`src/rtl/assert_macros.svh`:
```
// Assertion macros shared by the deque RTL.
// Depends on nothing; the using module must have clk and arst_n in scope.
`ifndef ASSERT_MACROS_SVH
`define ASSERT_MACROS_SVH
`ifndef SYNTH
`define DQ_ASSERT_ALWAYS(lbl, expr) \
	lbl: assert property (@(posedge clk) disable iff (!arst_n) (expr)) \
		else $error("assertion failed");
`define DQ_ASSERT_NEVER(lbl, expr) \
	lbl: assert property (@(posedge clk) disable iff (!arst_n) !(expr)) \
		else $error("forbidden condition seen");
`define DQ_ASSERT_NEXT(lbl, ante, cons) \
	lbl: assert property (@(posedge clk) disable iff (!arst_n) (ante) |=> (cons)) \
		else $error("expected next-cycle condition missing");
`else
`define DQ_ASSERT_ALWAYS(lbl, expr)
`define DQ_ASSERT_NEVER(lbl, expr)
`define DQ_ASSERT_NEXT(lbl, ante, cons)
`endif
`endif

```
`src/rtl/dq_pkg.sv`:
```
// Shared constants, codes and the cell control struct of the deque.
// Depends on nothing; used by dq_cell and double_ended_queue_top.
`default_nettype none
package dq_pkg;
	localparam int DATA_W    = 32;
	localparam int MAX_DEPTH = 64;
	localparam int CNT_W     = 7;
	localparam int GRP_SIZE  = 8;

	localparam logic [2:0] REQ_PUSH_BACK  = 3'd0;
	localparam logic [2:0] REQ_PUSH_FRONT = 3'd1;
	localparam logic [2:0] REQ_POP_FRONT  = 3'd2;
	localparam logic [2:0] REQ_POP_BACK   = 3'd3;
	localparam logic [2:0] REQ_SHOW       = 3'd4;

	localparam logic [2:0] STAT_SHOWN   = 3'd0;
	localparam logic [2:0] STAT_EMPTY   = 3'd1;
	localparam logic [2:0] STAT_PUSHED  = 3'd2;
	localparam logic [2:0] STAT_POPPED  = 3'd3;
	localparam logic [2:0] STAT_DROPPED = 3'd4;

	typedef logic [2:0] cell_op_t;
	localparam cell_op_t CELL_HOLD       = 3'd0;
	localparam cell_op_t CELL_PUSH_FRONT = 3'd1;
	localparam cell_op_t CELL_PUSH_BACK  = 3'd2;
	localparam cell_op_t CELL_POP_FRONT  = 3'd3;
	localparam cell_op_t CELL_ROTATE     = 3'd4;

	typedef struct packed {
		cell_op_t             op;
		logic [CNT_W-1:0]     count;
		logic [DATA_W-1:0]    value;
	} dq_ctl_t;
endpackage
`default_nettype wire

```
`src/rtl/dq_cell.sv`:
```
// One storage cell of the deque chain: holds one element, shifts to either neighbor.
// Depends on dq_pkg for the control struct and the cell operation codes.
`default_nettype none
module dq_cell (
	input  wire                          clk,
	input  wire dq_pkg::dq_ctl_t         ctl,
	input  wire [dq_pkg::CNT_W-1:0]      idx,
	input  wire [dq_pkg::DATA_W-1:0]     left_data,
	input  wire [dq_pkg::DATA_W-1:0]     right_data,
	output logic [dq_pkg::DATA_W-1:0]    data,
	output logic [dq_pkg::DATA_W-1:0]    tap
);
	logic [dq_pkg::DATA_W-1:0] data_q;
	logic                      is_tail;
	logic                      is_free;

	assign is_tail = (ctl.count != '0) && (idx == ctl.count - 1'b1);
	assign is_free = (idx == ctl.count);

	always_ff @(posedge clk) begin
		case (ctl.op)
			dq_pkg::CELL_PUSH_FRONT: data_q <= left_data;
			dq_pkg::CELL_PUSH_BACK: begin
				if (is_free) begin
					data_q <= ctl.value;
				end
			end
			dq_pkg::CELL_POP_FRONT: data_q <= right_data;
			// The tail cell takes the old front element so the ring closes.
			dq_pkg::CELL_ROTATE: data_q <= is_tail ? ctl.value : right_data;
			default: data_q <= data_q;
		endcase
	end

	assign data = data_q;
	assign tap  = is_tail ? data_q : '0;
endmodule
`default_nettype wire

```
`config.mk`:
```
export PLATFORM = sky130hd
export DESIGN_NAME = dq_cell
export DESIGN_NICKNAME = d
export VERILOG_FILES = /design/src/rtl/assert_macros.svh /design/src/rtl/dq_pkg.sv /design/src/rtl/dq_cell.sv
export SDC_FILE = /design/constraint.sdc
export NUM_CORES = 1
export LEC_CHECK = 0
export ABC_AREA = 1
export BUFFER_PORTS_ARGS = -buffer_cell sky130_fd_sc_hd__buf_4
export CAP_MARGIN = 10
export CORE_MARGIN = 3
export CORE_UTILIZATION = 45
export CTS_CLUSTER_DIAMETER = 50
export DETAILED_ROUTE_END_ITERATION = 8
export GPL_TIMING_DRIVEN = 0
export PLACE_DENSITY = 0.82
export SYNTH_ARGS = -nofsm -noshare
export SYNTH_HDL_FRONTEND = slang
export SYNTH_SLANG_ARGS = --single-unit
```
`constraint.sdc`:
```
create_clock -name clk -period 9.15 [get_ports clk]
set_input_delay 2.2875 -clock clk [delete_from_list [all_inputs] [get_ports clk]]
set_output_delay 2.2875 -clock clk [all_outputs]
set_load 0.02 [all_outputs]
```
==> flow_metrics.py <==
metrics = {
    "clock_tree": {
        "cts_root_buffer": "clkbuf_8",
        "cts_buffers": 5,
        "cts_setup_buffers": 0,
        "cts-resized-gates": 0,
        "ctsHoldBuffers": 0,
        "clk_pin_slew_worst_paths_ps": 70,
        "cts_tree": "built",
        "h-tree-depth": 2,
        "clockBufferDepth": 2,
        "cts_sinks": 32,
    },
    "timing": {
        "drv_slew": 0,
        "min_period_ps": 6270,
        "finalHoldViolCount": 0,
        "max-slew-margin-rel_pct": 57.1,
        "setup_tns_ps": 0,
        "worst_pin_slew_ps": 642,
        "rsz0062_at_grt": "false",
        "period_share_pct": 68.5,
        "max_freq_mhz": 159,
        "finalSetupViolations": 0,
        "timing.hold.ws_ps": 2320,
    },
    "grt": {
        "grt_pass1_vias": 3776,
        "grt_pass1_wl_mm": 16.3,
        "grt_antenna_before_repair": 0,
        "grt_max_degree": 18,
        "grt_usage_pct": 26.0,
        "grt_overflow_total": 0,
    },
    "routing": {
        "drtIter0Drc": 263,
        "via_per_inst": 5.11,
        "drcViolationCount": 0,
        "drt_pass1_iterations": 5,
        "wl_mm": 10.6,
        "vias": 3922,
        "antenna_left": 0,
        "wl_per_cell_um": 13.8,
    },
    "outcome": {
        "outcome": "finished, final reports clean",
    },
    "final_layout": {
        "final_nets": 806,
        "fillCellCount": 582,
        "multi_input_area_um2": 1550,
        "fin_cells": 767,
        "largest_reg_flops": 32,
        "diodes": 0,
        "area.growth.synth_to_final_pct": 50.1,
        "drive_gt1_share_pct": 29.7,
        "regArea_um2": 961,
    },
    "power": {
        "p_int_uw": 328,
        "p_switching_uw": 178,
        "powerDensity_nw_per_um2": 110,
        "peakVddDrop_mv": 0.0542,
        "p_comb_share_pct": 39.5,
        "power.leakage_uw": 0.00258,
        "pwr-share-seq_pct": 39.7,
        "power.share.switching_pct": 35.1,
        "p_clk_share_pct": 20.8,
    },
    "yosys": {
        "yosys.area.top_type_share_pct": 31.3,
        "synth_top_family_by_area": "simple AND/OR/NAND/NOR gates",
        "muxShareOfSynthArea_pct": 0,
        "synth_area_um2": 3070,
        "yosysWarnings": 0,
        "syn-mean-instance-area_um2": 6.08,
        "synthSimpleGateAreaFrac_pct": 35.5,
        "synthTopCellsByArea": "edfxtp_1 (31%), inv_1 (14%), nor2_1 (13%)",
        "yosysTopAreaCell": "edfxtp_1",
        "syn-num-nets": 621,
        "synthCells": 505,
        "synth-seq-cells": 32,
        "yosysUniqueCellTypes": 23,
        "synth_compound_area_share_pct": 12.3,
        "synthAdderAreaFrac_pct": 0.815,
        "synth-seq-area-share_pct": 31.3,
        "synth_xor_area_share_pct": 1.43,
    },
    "setup_path": {
        "cp-start-kind": "input port",
        "crit_path_start": "ctl[32]",
        "crit_arrival_ps": 3980,
        "required_ps": 6860,
        "cp-end-kind": "output port",
        "crit_chain": "buf_4, inv_2, ha_1, nand2_1, nor2_1, nor2_1, nor2_1, nand2_1, nor2_4, nand2_4, buf_2, nor2_1, buf_4",
        "cp_slowest_stage_delay_ps": 240,
        "cp_slowest_cell": "buf_2",
        "crit_type": "in -> out",
        "cp-endpoint": "tap[12]",
        "path_common_cell": "nor2_1",
        "path_max_fanout": 10,
    },
    "die": {
        "dieArea_um2": 7850,
        "die_h_um": 88.6,
        "initial_core_util_pct": 47.3,
        "die_w_um": 88.6,
        "ios": 178,
        "core-area_um2": 6490,
        "rows": 29,
    },
    "placed_design": {
        "dp_hpwl_mm": 8.17,
        "dp_cells": 760,
        "place.gp.congestion": 0.895,
        "io_buffers": 177,
    },
    "run": {
        "cap_viol_max_count": 0,
    },
    "worst_hold_path": {
        "hp-class": "in -> reg",
    },
}
## critical path, delay by kind of cell
family	cells	cell delay, ps
and+or+nand+nor	8	850
buffers and inverters	4	580
adders and majority gates	1	230
## cells in the mapped netlist, drive strengths merged
| master | count |
|---|---|
| a211oi | 1 |
| o22ai | 32 |
| nor2 | 110 |
| xor2 | 3 |
| nor3 | 2 |
| ha | 2 |
| nand2 | 70 |
| nand3 | 72 |
| clkbuf | 13 |
| edfxtp | 32 |
| a21oi | 34 |
| buf | 14 |
| inv | 117 |
| nand4 | 1 |
| xnor2 | 2 |
## routing by layer
metal	GRT usage (%)	part of all wire, %
met1	29.4	39
met3	5.49	9.0
met2	47.7	50
met5	0	0
met4	9.75	2.2
## worst min-delay path by stage
stage / cells after the start / slack (ps) / start / endpoint
floorplan: 2 / 2520 / left_data[0] / data[0]
global placement: 3 / 2600 / left_data[13] / data[13]
detailed placement: 3 / 2610 / left_data[29] / data[29]
CTS: 3 / 2320 / left_data[29] / data[29]
global route: 3 / 2320 / left_data[25] / data[25]
finish: 3 / 2320 / left_data[14] / data[14]
## kinds of logic (layout without fill, tap and decap cells)
kind of cell | after synthesis | in the layout
adders and majority gates | 2 | 2
DFF | 32 | 32
AOI/OAI and AO/OA | 67 | 67
buffers and inverters | 144 | 329
xor gates and xnor gates | 5 | 5
and+or+nand+nor | 255 | 255
## placed cells by master (no fill, tap or decap), types with 9 or more instances in the layout
cell type / count
inv_1: 115
nand2_1: 69
o22ai_1: 32
nor2_1: 106
buf_2: 9
clkbuf_1: 13
nand3_1: 71
buf_4: 177
a21oi_1: 33
edfxtp_1: 32
## area by class of cell
type,instances,area share [%]
repair buffers,178,29.4
plain buffers,27,2.93
clock buffers,5,1.49
clock inverters,2,0.163
inverters,117,9.52
multi-input cells,329,33.6
well taps,77,2.09
flip-flops and latches,32,20.8
## through the flow
stage / total power (µW) / area (µm²) / worst slack (ps) / utilization [%]
6_report: 506 / 4610 / 2880 / 71.0
5_1_grt: 534 / 4610 / 2670 / 71.0
4_1_cts: 506 / 4610 / 2890 / 71.0
3_5_place_dp: 403 / 4540 / 2890 / 69.8
3_3_place_gp: 396 / 4500 / 2910 / 69.2
2_1_floorplan: 306 / 3070 / 3210 / -
## power by group through the flow
stage	Sequential, µW	Combinational [µW]	Clock (µW)
after floorplan	229	77.4	0
after global placement	204	191	0
after detailed placement	204	199	0
after CTS	201	200	106
after global routing	204	219	111
final	201	200	105
No activity file was read; power rests on OpenSTA's default activity.
